## src/design/hlm_pkg.sv

```systemverilog
// Package for the hopper level monitor: widths, constants, register codes,
// controller states and the command and status structs. No dependencies.
package hlm_pkg;

  // Field widths.
  localparam int TIME_W     = 40;
  localparam int AUGER_W    = 32;
  localparam int DIST_W     = 16;
  localparam int PCT_W      = 8;
  localparam int LDIST_W    = 17;
  localparam int USAGE_W    = 48;
  localparam int WLVL_W     = 7;
  localparam int IVAL_W     = 11;
  localparam int RATE_W     = 16;
  localparam int CFG_IDX_W  = 3;
  localparam int CFG_DATA_W = 16;

  // Minutes-to-milliseconds product and the percent divider.
  localparam int MIN_MS_W  = 16;
  localparam int IVAL_MS_W = IVAL_W + MIN_MS_W;
  localparam int NUM_W     = 23;  // (2^16 - 1) * 100 fits in 23 bits
  localparam int CNT_W     = $clog2(NUM_W);

  // Constants.
  localparam logic [TIME_W-1:0]   CHECK_PERIOD_MS = 40'd60000;
  localparam logic [MIN_MS_W-1:0] MS_PER_MIN      = 16'd60000;
  localparam logic [NUM_W-1:0]    PCT_SCALE       = 23'd100;
  localparam logic [NUM_W-1:0]    PCT_MAX         = 23'd100;
  localparam logic [PCT_W-1:0]    PCT_UNKNOWN     = 8'hFF;
  localparam logic [LDIST_W-1:0]  DIST_INVALID    = 17'h1FFFF;
  localparam logic [USAGE_W-1:0]  USAGE_MAX       = 48'hFFFF_FFFF_FFFF;

  // Register reset values.
  localparam logic [DIST_W-1:0] EMPTY_RESET = 16'd2200;
  localparam logic [DIST_W-1:0] FULL_RESET  = 16'd400;
  localparam logic [WLVL_W-1:0] WLVL_RESET  = 7'd25;
  localparam logic [IVAL_W-1:0] WIVAL_RESET = 11'd20;
  localparam logic [RATE_W-1:0] RATE_RESET  = 16'd300;

  // Configuration register indexes.
  typedef enum logic [CFG_IDX_W-1:0] {
    REG_SENSOR_PRESENT       = 3'd0,
    REG_EMPTY_DISTANCE       = 3'd1,
    REG_FULL_DISTANCE        = 3'd2,
    REG_WARNING_ENABLE       = 3'd3,
    REG_WARN_THRESHOLD       = 3'd4,
    REG_WARNING_INTERVAL_MIN = 3'd5,
    REG_AUGER_RATE           = 3'd6
  } hlm_reg_t;

  // Controller states.
  typedef enum logic [2:0] {
    ST_IDLE,
    ST_PREP,
    ST_SCALE,
    ST_DIV,
    ST_USAGE,
    ST_WARN
  } hlm_state_t;

  // Commands from the controller to the datapath.
  typedef struct packed {
    logic load;      // capture the request fields
    logic prep;      // check decision, filtering, auger delta
    logic scale;     // level update, divider load, usage product
    logic div_step;  // one restoring divide step
    logic usage;     // percent from quotient, usage accumulate
    logic finish;    // warning decision, load result register
  } hlm_cmd_t;

  // Status from the datapath to the controller.
  typedef struct packed {
    logic need_div;
    logic div_last;
  } hlm_status_t;

endpackage

```

## src/design/hlm_datapath.sv

```systemverilog
// Datapath of the hopper level monitor: configuration registers, state,
// reading filter, restoring percent divider, usage and warning. Uses hlm_pkg.
module hlm_datapath (
  input  logic                             clk,
  input  logic                             rst,
  input  hlm_pkg::hlm_cmd_t                cmd,
  output hlm_pkg::hlm_status_t             status,
  input  logic                             cfg_we,
  input  logic [hlm_pkg::CFG_IDX_W-1:0]    cfg_index,
  input  logic [hlm_pkg::CFG_DATA_W-1:0]   cfg_data,
  input  logic [hlm_pkg::TIME_W-1:0]       now_ms,
  input  logic [hlm_pkg::AUGER_W-1:0]      auger_total_ms,
  input  logic                             cooking,
  input  logic                             check_request,
  input  logic                             clear_usage,
  input  logic [hlm_pkg::DIST_W-1:0]       reading_first,
  input  logic [hlm_pkg::DIST_W-1:0]       reading_second,
  input  logic [hlm_pkg::DIST_W-1:0]       reading_third,
  output logic signed [hlm_pkg::PCT_W-1:0]   fill_pct,
  output logic signed [hlm_pkg::LDIST_W-1:0] hopper_distance,
  output logic                             level_measured,
  output logic                             low_warning,
  output logic [hlm_pkg::USAGE_W-1:0]      usage_ug
);
  import hlm_pkg::*;

  // Configuration registers.
  logic                 sensor_present;
  logic [DIST_W-1:0]    empty_distance;
  logic [DIST_W-1:0]    full_distance;
  logic                 warning_enable;
  logic [WLVL_W-1:0]    warn_threshold;
  logic [IVAL_W-1:0]    warning_interval_min;
  logic [RATE_W-1:0]    auger_rate;

  // Captured request fields.
  logic [TIME_W-1:0]    now_r;
  logic [AUGER_W-1:0]   auger_r;
  logic                 cooking_r;
  logic                 check_r;
  logic                 clear_r;
  logic [DIST_W-1:0]    rd1;
  logic [DIST_W-1:0]    rd2;
  logic [DIST_W-1:0]    rd3;

  // Persistent monitor state.
  logic [PCT_W-1:0]     level_pct;
  logic [LDIST_W-1:0]   level_distance;
  logic [TIME_W-1:0]    last_check_time;
  logic [TIME_W-1:0]    last_warn_time;
  logic [AUGER_W-1:0]   last_auger_total;
  logic [USAGE_W-1:0]   usage_estimate;
  logic                 check_pending;

  // Per-request working registers.
  logic                 do_check;
  logic [DIST_W-1:0]    dist_f;
  logic                 have_read;
  logic [AUGER_W-1:0]   delta_r;
  logic [IVAL_MS_W-1:0] ival_ms;
  logic [USAGE_W-1:0]   prod_r;
  logic                 div_used;
  logic [NUM_W-1:0]     div_num;
  logic [DIST_W-1:0]    div_rem;
  logic [DIST_W-1:0]    div_den;
  logic [CNT_W-1:0]     div_count;

  // Combinational intermediates.
  logic [TIME_W:0]      check_sum;
  logic                 due;
  logic [DIST_W-1:0]    filtered;
  logic [1:0]           read_cnt;
  logic [AUGER_W-1:0]   delta;
  logic [IVAL_MS_W-1:0] ival_prod;
  logic                 span_ok;
  logic                 near;
  logic                 need_div;
  logic                 div_last;
  logic [NUM_W-1:0]     num;
  logic [DIST_W:0]      rem_sh;
  logic                 ge;
  logic [USAGE_W:0]     usage_sum;
  logic [USAGE_W-1:0]   prod_next;
  logic [TIME_W:0]      warn_sum;
  logic                 warn;

  // Configuration writes; an index beyond the list is ignored.
  always_ff @(posedge clk) begin
    if (rst) begin
      sensor_present       <= 1'b0;
      empty_distance       <= EMPTY_RESET;
      full_distance        <= FULL_RESET;
      warning_enable       <= 1'b1;
      warn_threshold       <= WLVL_RESET;
      warning_interval_min <= WIVAL_RESET;
      auger_rate           <= RATE_RESET;
    end else if (cfg_we) begin
      case (hlm_reg_t'(cfg_index))
        REG_SENSOR_PRESENT:       sensor_present       <= cfg_data[0];
        REG_EMPTY_DISTANCE:       empty_distance       <= cfg_data[DIST_W-1:0];
        REG_FULL_DISTANCE:        full_distance        <= cfg_data[DIST_W-1:0];
        REG_WARNING_ENABLE:       warning_enable       <= cfg_data[0];
        REG_WARN_THRESHOLD:       warn_threshold       <= cfg_data[WLVL_W-1:0];
        REG_WARNING_INTERVAL_MIN: warning_interval_min <= cfg_data[IVAL_W-1:0];
        REG_AUGER_RATE:           auger_rate           <= cfg_data[RATE_W-1:0];
        default: ;
      endcase
    end
  end

  // Capture the request fields when the controller accepts a request.
  always_ff @(posedge clk) begin
    if (cmd.load) begin
      now_r     <= now_ms;
      auger_r   <= auger_total_ms;
      cooking_r <= cooking;
      check_r   <= check_request;
      clear_r   <= clear_usage;
      rd1       <= reading_first;
      rd2       <= reading_second;
      rd3       <= reading_third;
    end
  end

  // Check decision: a pending or requested check, a usage clear, or the period has elapsed.
  assign check_sum = {1'b0, last_check_time} + {1'b0, CHECK_PERIOD_MS};
  assign due = check_pending || check_r || clear_r || ({1'b0, now_r} > check_sum);

  // Reading filter: median of three, mean of two, or the single valid one.
  always_comb begin
    logic             v1;
    logic             v2;
    logic             v3;
    logic [DIST_W-1:0] m1;
    logic [DIST_W-1:0] m2;
    logic [DIST_W-1:0] m3;
    logic [DIST_W-1:0] lo12;
    logic [DIST_W-1:0] hi12;
    logic [DIST_W-1:0] mid;
    logic [DIST_W-1:0] med;
    logic [DIST_W+1:0] sum3;
    v1   = (rd1 != '0);
    v2   = (rd2 != '0);
    v3   = (rd3 != '0);
    m1   = v1 ? rd1 : '0;
    m2   = v2 ? rd2 : '0;
    m3   = v3 ? rd3 : '0;
    lo12 = (rd1 < rd2) ? rd1 : rd2;
    hi12 = (rd1 > rd2) ? rd1 : rd2;
    mid  = (hi12 < rd3) ? hi12 : rd3;
    med  = (lo12 > mid) ? lo12 : mid;
    sum3 = {2'b00, m1} + {2'b00, m2} + {2'b00, m3};
    read_cnt = {1'b0, v1} + {1'b0, v2} + {1'b0, v3};
    case (read_cnt)
      2'd3:    filtered = med;
      2'd2:    filtered = sum3[DIST_W:1];
      2'd1:    filtered = m1 | m2 | m3;
      default: filtered = '0;
    endcase
  end

  // Auger delta; a lower total re-bases and adds nothing.
  assign delta     = (auger_r > last_auger_total) ? (auger_r - last_auger_total) : '0;
  assign ival_prod = IVAL_MS_W'(warning_interval_min) * IVAL_MS_W'(MS_PER_MIN);

  // Scaling terms for the percent.
  assign span_ok   = (empty_distance > full_distance);
  assign near      = (dist_f < empty_distance);
  assign num       = NUM_W'(empty_distance - dist_f) * PCT_SCALE;
  assign prod_next = USAGE_W'(delta_r) * USAGE_W'(auger_rate);

  assign need_div = do_check && sensor_present && have_read && span_ok && near;
  assign div_last = (div_count == '0);
  assign status   = '{need_div: need_div, div_last: div_last};

  // One restoring divide step.
  assign rem_sh = {div_rem, div_num[NUM_W-1]};
  assign ge     = (rem_sh >= {1'b0, div_den});

  // Saturating usage accumulation.
  assign usage_sum = {1'b0, usage_estimate} + {1'b0, prod_r};

  // Low level warning, rate limited by the interval.
  assign warn_sum = {1'b0, last_warn_time} + (TIME_W + 1)'(ival_ms);
  assign warn = cooking_r && !level_pct[PCT_W-1] && warning_enable &&
                (level_pct[WLVL_W-1:0] <= warn_threshold) && ({1'b0, now_r} > warn_sum);

  // Working registers for one request.
  always_ff @(posedge clk) begin
    if (cmd.prep) begin
      do_check  <= due;
      dist_f    <= filtered;
      have_read <= (read_cnt != 2'd0);
      delta_r   <= delta;
      ival_ms   <= ival_prod;
    end
    if (cmd.scale) begin
      prod_r    <= prod_next;
      div_used  <= need_div;
      div_num   <= num;
      div_rem   <= '0;
      div_den   <= empty_distance - full_distance;
      div_count <= CNT_W'(NUM_W - 1);
    end
    if (cmd.div_step) begin
      div_rem   <= ge ? DIST_W'(rem_sh - {1'b0, div_den}) : rem_sh[DIST_W-1:0];
      div_num   <= {div_num[NUM_W-2:0], ge};
      div_count <= div_count - 1'b1;
    end
  end

  // Check bookkeeping and auger re-base.
  always_ff @(posedge clk) begin
    if (rst) begin
      check_pending    <= 1'b1;
      last_check_time  <= '0;
      last_auger_total <= '0;
    end else if (cmd.prep) begin
      // Any pending check is served in this request.
      check_pending <= 1'b0;
      if (due) begin
        last_check_time <= now_r;
      end
      if (auger_r != last_auger_total) begin
        last_auger_total <= auger_r;
      end
    end
  end

  // Level state and usage estimate.
  always_ff @(posedge clk) begin
    if (rst) begin
      level_pct      <= PCT_UNKNOWN;
      level_distance <= DIST_INVALID;
      usage_estimate <= '0;
    end else begin
      if (cmd.prep && clear_r) begin
        usage_estimate <= '0;
      end
      if (cmd.scale && do_check) begin
        if (!sensor_present) begin
          level_pct <= PCT_UNKNOWN;
        end else if (!have_read || !span_ok) begin
          level_pct      <= PCT_UNKNOWN;
          level_distance <= DIST_INVALID;
        end else begin
          level_distance <= {1'b0, dist_f};
          if (!near) begin
            level_pct <= '0;
          end
        end
      end
      if (cmd.usage) begin
        if (div_used) begin
          level_pct <= (div_num > PCT_MAX) ? PCT_MAX[PCT_W-1:0] : div_num[PCT_W-1:0];
        end
        usage_estimate <= usage_sum[USAGE_W] ? USAGE_MAX : usage_sum[USAGE_W-1:0];
      end
    end
  end

  // Warning time stamp.
  always_ff @(posedge clk) begin
    if (rst) begin
      last_warn_time <= '0;
    end else if (cmd.finish && warn) begin
      last_warn_time <= now_r;
    end
  end

  // Result register.
  always_ff @(posedge clk) begin
    if (cmd.finish) begin
      fill_pct        <= level_pct;
      hopper_distance <= level_distance;
      level_measured  <= do_check;
      low_warning     <= warn;
      usage_ug        <= usage_estimate;
    end
  end

endmodule

```

## src/design/hlm_ctrl.sv

```systemverilog
// Controller of the hopper level monitor: sequences one request through the
// datapath and owns the request and result handshakes. Uses hlm_pkg.
module hlm_ctrl (
  input  logic                 clk,
  input  logic                 rst,
  input  logic                 item_valid,
  output logic                 item_stall,
  output logic                 result_valid,
  input  logic                 result_stall,
  output logic                 cfg_ready,
  output hlm_pkg::hlm_cmd_t    cmd,
  input  hlm_pkg::hlm_status_t status
);
  import hlm_pkg::*;

  hlm_state_t state;
  hlm_state_t state_next;
  logic       out_free;

  // The result register can be loaded when it is empty or being taken.
  assign out_free = !result_valid || !result_stall;

  // State register.
  always_ff @(posedge clk) begin
    if (rst) begin
      state <= ST_IDLE;
    end else begin
      state <= state_next;
    end
  end

  // Next state.
  always_comb begin
    state_next = state;
    case (state)
      ST_IDLE: begin
        if (item_valid) begin
          state_next = ST_PREP;
        end
      end
      ST_PREP:  state_next = ST_SCALE;
      ST_SCALE: state_next = status.need_div ? ST_DIV : ST_USAGE;
      ST_DIV: begin
        if (status.div_last) begin
          state_next = ST_USAGE;
        end
      end
      ST_USAGE: state_next = ST_WARN;
      ST_WARN: begin
        if (out_free) begin
          state_next = ST_IDLE;
        end
      end
      default: state_next = ST_IDLE;
    endcase
  end

  // Outputs and datapath commands.
  always_comb begin
    cmd        = '0;
    item_stall = 1'b1;
    cfg_ready  = 1'b0;
    case (state)
      ST_IDLE: begin
        item_stall = 1'b0;
        cfg_ready  = 1'b1;
        cmd.load   = item_valid;
      end
      ST_PREP:  cmd.prep     = 1'b1;
      ST_SCALE: cmd.scale    = 1'b1;
      ST_DIV:   cmd.div_step = 1'b1;
      ST_USAGE: cmd.usage    = 1'b1;
      ST_WARN:  cmd.finish   = out_free;
      default: ;
    endcase
  end

  // Result valid flag.
  always_ff @(posedge clk) begin
    if (rst) begin
      result_valid <= 1'b0;
    end else if (cmd.finish) begin
      result_valid <= 1'b1;
    end else if (!result_stall) begin
      result_valid <= 1'b0;
    end
  end

endmodule

```

## src/design/hopper_level_monitor.sv

```systemverilog
// Hopper level monitor: a request passes through the prep, scale, usage and
// warning states, with the 23-step restoring divider between scale and usage
// when a percent divide is needed. One request is in flight at a time: the
// next request is taken the cycle after the result is loaded.
// Synchronous reset loads the register defaults, marks the level unknown and
// leaves a level check pending; there is no clearing pass.
module hopper_level_monitor (
  input  logic                             clk,
  input  logic                             rst,
  input  logic                             item_valid,
  output logic                             item_stall,
  input  logic [hlm_pkg::TIME_W-1:0]       now_ms,
  input  logic [hlm_pkg::AUGER_W-1:0]      auger_total_ms,
  input  logic                             cooking,
  input  logic                             check_request,
  input  logic                             clear_usage,
  input  logic [hlm_pkg::DIST_W-1:0]       reading_first,
  input  logic [hlm_pkg::DIST_W-1:0]       reading_second,
  input  logic [hlm_pkg::DIST_W-1:0]       reading_third,
  output logic                             result_valid,
  input  logic                             result_stall,
  output logic signed [hlm_pkg::PCT_W-1:0]   fill_pct,
  output logic signed [hlm_pkg::LDIST_W-1:0] hopper_distance,
  output logic                             level_measured,
  output logic                             low_warning,
  output logic [hlm_pkg::USAGE_W-1:0]      usage_ug,
  input  logic                             cfg_valid,
  output logic                             cfg_ready,
  input  logic [hlm_pkg::CFG_IDX_W-1:0]    cfg_index,
  input  logic [hlm_pkg::CFG_DATA_W-1:0]   cfg_data
);
  import hlm_pkg::*;

  hlm_cmd_t    cmd;
  hlm_status_t status;
  logic        cfg_we;

  // A configuration write completes on valid and ready.
  assign cfg_we = cfg_valid && cfg_ready;

  // Sequencer.
  hlm_ctrl u_ctrl (
    .clk          (clk),
    .rst          (rst),
    .item_valid   (item_valid),
    .item_stall   (item_stall),
    .result_valid (result_valid),
    .result_stall (result_stall),
    .cfg_ready    (cfg_ready),
    .cmd          (cmd),
    .status       (status)
  );

  // Arithmetic and state.
  hlm_datapath u_datapath (
    .clk             (clk),
    .rst             (rst),
    .cmd             (cmd),
    .status          (status),
    .cfg_we          (cfg_we),
    .cfg_index       (cfg_index),
    .cfg_data        (cfg_data),
    .now_ms          (now_ms),
    .auger_total_ms  (auger_total_ms),
    .cooking         (cooking),
    .check_request   (check_request),
    .clear_usage     (clear_usage),
    .reading_first   (reading_first),
    .reading_second  (reading_second),
    .reading_third   (reading_third),
    .fill_pct        (fill_pct),
    .hopper_distance (hopper_distance),
    .level_measured  (level_measured),
    .low_warning     (low_warning),
    .usage_ug        (usage_ug)
  );

endmodule

```

## config.mk

```make
export PLATFORM = sky130hd
export DESIGN_NAME = hopper_level_monitor
export DESIGN_NICKNAME = d
export VERILOG_FILES = /design/src/design/hlm_pkg.sv /design/src/design/hlm_datapath.sv /design/src/design/hlm_ctrl.sv /design/src/design/hopper_level_monitor.sv
export SDC_FILE = /design/constraint.sdc
export NUM_CORES = 2
export LEC_CHECK = 0
export ABC_CLOCK_PERIOD_IN_PS = 16900
export BUFFER_PORTS_ARGS = -buffer_cell sky130_fd_sc_hd__buf_2
export CAP_MARGIN = 20
export CORE_MARGIN = 1.5
export CORE_UTILIZATION = 50
export CTS_CLUSTER_DIAMETER = 80
export DETAILED_ROUTE_END_ITERATION = 8
export PLACE_DENSITY_LB_ADDON = 0.15
export SETUP_SLACK_MARGIN = 0.1
export SYNTH_ARGS = -nofsm -noshare
export SYNTH_HDL_FRONTEND = slang
export SYNTH_SLANG_ARGS = --single-unit
```

## constraint.sdc

```tcl
create_clock -name clk -period 16.9 [get_ports clk]
set_input_delay 1.69 -clock clk [delete_from_list [all_inputs] [get_ports clk]]
set_output_delay 1.69 -clock clk [all_outputs]
set_load 0.02 [all_outputs]
```

==> summary.md <==
The area used by multi-input combinational logic was 33900 um2; the final setup skew was 27.1 ps. The clock net in this run drives a total of 637 sinks. The run finished with clean final reports. For the final max-slew violation count, the log shows 0. The logs give 9561 for the number of fillers in the final layout and 0 for the number of hold violations in the final report. The tools report the maximum level of the CTS H-tree as 3.

The logs give 0 for the quantity of hold-fixing buffers added after cts and 0 for the number of setup buffers added after CTS. The logs give 2384 for the count of routing violations after the opening detailed-route iteration and 5594 for the gate count after technology mapping. The area of the die was 110000 um2.

The critical path is of the flip-flop to flip-flop type. In this run, placement finished with an instance count of 7081. The number of global-route vias before repair was 39124; the total power density per cell area was 168 nW/um2.

After layout, the design draws a total of 9950 uW. Before CTS, the worst setup slack after placement is 9520 ps. The final layout net count is 6936. For this run the aggregate overflow at the end of global routing stands at 0. The clock slew at the register clock pins of the worst setup and hold paths was 60 ps. Once detail routing completed, the nets flagged for antenna violations numbered 0. A synthesized cell averages 9.65 um2.

The die width is 332 um, and the total number of vias is 39275. Once the floorplan was initialized, standard cells occupied 50.4% of the core. The most used flip-flop cell after synthesis is sky130_fd_sc_hd__edfxtp_1. For the final routed database, the setup TNS stands at 0 ps. The pre-antenna-repair detailed-routing pass consisted of 8 iterations.

After floorplanning, the core was divided into 120 placement rows. Excluding fillers, the count of instances in the completed layout stands at 7230. Counting distinct cell types in the post-synthesis netlist gives 90. The tools report the clock insertion delay at the later pin of the skew report as 670 ps. For the total DRC errors in the routed layout, the log shows 0. The floorplan step defined a core boundary enclosing 107000 um2.

The source of the worst register-to-register timing path was u_datapath.auger_rate[6]. In this run the worst hold path is classified as flip-flop to flip-flop. The number of cell instances on the worst register-to-register path is 24, and the number of synthesized flops with an enable pin is 379. The synthesis-to-finish area growth is 9.69%, and the total of flip-flops plus latches after synthesis is 637. The tools report the data required time of the worst path as 17310 ps. Setup repair after global routing left no endpoint under its margin. The overall routing resource usage was 24.1%. The core occupancy in the finished layout was 55.3%. In this run the worst path has a maximum fanout of 26. Max-capacitance violation count: 0.

By instance count, the leading cell after synthesis is sky130_fd_sc_hd__inv_1. The first global-routing pass estimated 212000 um of wire. The worst hold path passes through 0 cells.

The root cell of the clock tree was sky130_fd_sc_hd__clkbuf_16. The die is 332 um tall. Timing would allow up to 135 MHz. The endpoint identified for the worst register-to-register timing path is u_datapath.prod_r[45].

The clock period minus final worst setup slack came out at 7390 ps. Measured against its own limit, the worst slew margin works out to 29.3%. Across the whole layout, storage elements account for 16500 um2. For this design the top-level I/O count stands at 225.

Buffers inserted during clock tree synthesis total 78. The analysis attributes to cell leakage a power of 0.0273 uW. The sum of routed wire length over all layers was 132000 um. The final cycle utilization of the critical path is 43.7%. Entering global routing, the biggest net connects 127 pins. The count of port buffers added during placement is 224. Sequential cells were found to cover 30.6% of the synthesized design area. The area share of the largest cell type after synthesis works out to 21.1%. STA classifies the critical path endpoint as a flip-flop. TritonCTS built the clock tree.

The logs give 9510 ps for the setup slack on the worst flop-to-flop path and 54000 um2 for the cell area after technology mapping. The post-cts sizing count came out at 0. The mean routed wirelength per cell is 18.3 um. Summed over all instances, the cell type with the most area after synthesis is sky130_fd_sc_hd__edfxtp_1. The clock passes through at most 3 buffers. The actual slew at the worst max-slew pin came out at 1060 ps. Yosys printed 0 warnings. In this run the most critical hold path is launched from u_datapath.level_distance[10]. The initial antenna violation count is 4. The ratio of cells with drive above 1 in the final layout was 7.67%. The worst setup path is launched from a flip-flop. The tools report the data arrival time of the critical path as 7800 ps.

By count the netlist is led by sky130_fd_sc_hd__inv_1, sky130_fd_sc_hd__nand2_1, sky130_fd_sc_hd__ha_1. IR analysis of the VDD net gives a maximum drop of 176 uV. The HPWL after detailed placement is 103000 um.

For this run, asynchronously set or reset flops after synthesis account for 0%. When the netlist entered floorplanning its net count stood at 6771. Yosys attributes the largest share of cell area to sky130_fd_sc_hd__edfxtp_1, sky130_fd_sc_hd__fa_1, sky130_fd_sc_hd__ha_1.

The path with the worst hold slack has its endpoint at u_datapath.hopper_distance[10]. The global placer's final weighted congestion is 0.889, and the worst-case setup margin in the final layout is 9510 ps. The post-detailed-route via-to-cell ratio came out at 5.43. Setup violations remaining at the end of the flow were counted as 0.
-- per-stage QoR --
| step | hold WS [ps] | instance area (um2) |
|---|---|---|
| 3_3_place_gp | 412 | 56500 |
| 4_1_cts | 435 | 59200 |
| 5_1_grt | 447 | 59200 |
| 3_5_place_dp | 417 | 56600 |
| 6_report | 434 | 59200 |
| 2_1_floorplan | 408 | 54000 |
-- sequential cells by signal, summed over array words and instances (netlist names), 17 cells and up --
signal,count
u_datapath.usage_ug,48
u_datapath.delta_r,32
u_datapath.usage_estimate,48
u_datapath.hopper_distance,17
u_datapath.last_auger_total,32
u_datapath.last_check_time,40
u_datapath.div_num,23
u_datapath.now_r,40
u_datapath.level_distance,17
u_datapath.prod_r,48
u_datapath.last_warn_time,40
u_datapath.auger_r,32
u_datapath.ival_ms,22
-- metal layers --
metal	global-route usage, %	vias to the layer above	share of wire [%]
met3	4.49	141	6.6
met4	5.61	2	1.8
met1	33.8	19039	46
li1	-	19078	-
met2	38.6	1015	45
met5	0	-	0.0068
-- placed cells by master (no fill, tap or decap), types with 159 or more instances in the layout --
cell type,count
sky130_fd_sc_hd__nor2_1,349
sky130_fd_sc_hd__dfxtp_1,258
sky130_fd_sc_hd__inv_1,768
sky130_fd_sc_hd__and2_1,159
sky130_fd_sc_hd__fa_1,493
sky130_fd_sc_hd__edfxtp_1,379
sky130_fd_sc_hd__buf_2,223
sky130_fd_sc_hd__nand2_1,710
sky130_fd_sc_hd__a21oi_1,306
sky130_fd_sc_hd__ha_1,537
-- power breakdown --
part           total [uW]  leakage, uW  internal, uW  switching (uW)
logic                5870       0.0205          2580            3290
registers            2360      0.00554          2150             207
clock network        1720      0.00128          1000             717
-- critical path: stages (launching register included) --
cell	delay, ps
sky130_fd_sc_hd__dfxtp_1	480
sky130_fd_sc_hd__buf_4	390
sky130_fd_sc_hd__nand2_1	140
sky130_fd_sc_hd__fa_1	560
sky130_fd_sc_hd__inv_1	50
sky130_fd_sc_hd__fa_1	530
sky130_fd_sc_hd__inv_1	50
sky130_fd_sc_hd__fa_1	500
sky130_fd_sc_hd__inv_1	50
sky130_fd_sc_hd__fa_1	480
sky130_fd_sc_hd__inv_1	50
sky130_fd_sc_hd__fa_1	530
sky130_fd_sc_hd__inv_1	50
sky130_fd_sc_hd__fa_1	480
sky130_fd_sc_hd__ha_1	370
sky130_fd_sc_hd__a21oi_1	150
sky130_fd_sc_hd__o21ai_1	120
sky130_fd_sc_hd__a21oi_2	220
sky130_fd_sc_hd__o211ai_1	150
sky130_fd_sc_hd__and3b_1	230
sky130_fd_sc_hd__o2111a_1	220
sky130_fd_sc_hd__or4_1	650
sky130_fd_sc_hd__a31oi_4	330
sky130_fd_sc_hd__nor3_1	110
sky130_fd_sc_hd__o31a_1	240
-- final cells by class --
type	count	area share (%)
multi-input cells	4004	57.2
flip-flops and latches	637	27.9
inverters	770	4.88
clock buffers	98	3.58
well taps	1403	2.96
repair buffers	268	2.53
clock inverters	48	0.879
diodes	2	0.00845
-- kinds of logic (layout without fill, tap and decap cells) --
| group | Yosys count | after routing | synth area share (%) |
|---|---|---|---|
| DFF | 637 | 637 | 30.6 |
| AOI/OAI and AO/OA | 942 | 942 | 11.1 |
| buffers and inverters | 953 | 1184 | 6.73 |
| and+or+nand+nor | 1622 | 1622 | 13.8 |
| muxes | 157 | 157 | 2.91 |
| xor gates and xnor gates | 253 | 253 | 4.10 |
| adders and majority gates | 1030 | 1030 | 30.7 |
| other | 0 | 2 | 0 |
-- worst max path at each step --
stage / start / end / slack [ps] / depth (start not counted)
4_1_cts: u_datapath.auger_rate[6] / u_datapath.prod_r[45] / 9510 / 24
2_1_floorplan: u_datapath.rd2[1] / u_datapath.dist_f[15] / 10110 / 34
3_5_place_dp: u_datapath.auger_rate[6] / u_datapath.prod_r[45] / 9520 / 24
3_3_place_gp: u_datapath.auger_rate[12] / u_datapath.prod_r[45] / 9370 / 21
5_1_grt: u_datapath.auger_rate[6] / u_datapath.prod_r[42] / 9130 / 25
6_report: u_datapath.auger_rate[6] / u_datapath.prod_r[45] / 9510 / 24
No activity file was read; power rests on OpenSTA's default activity.
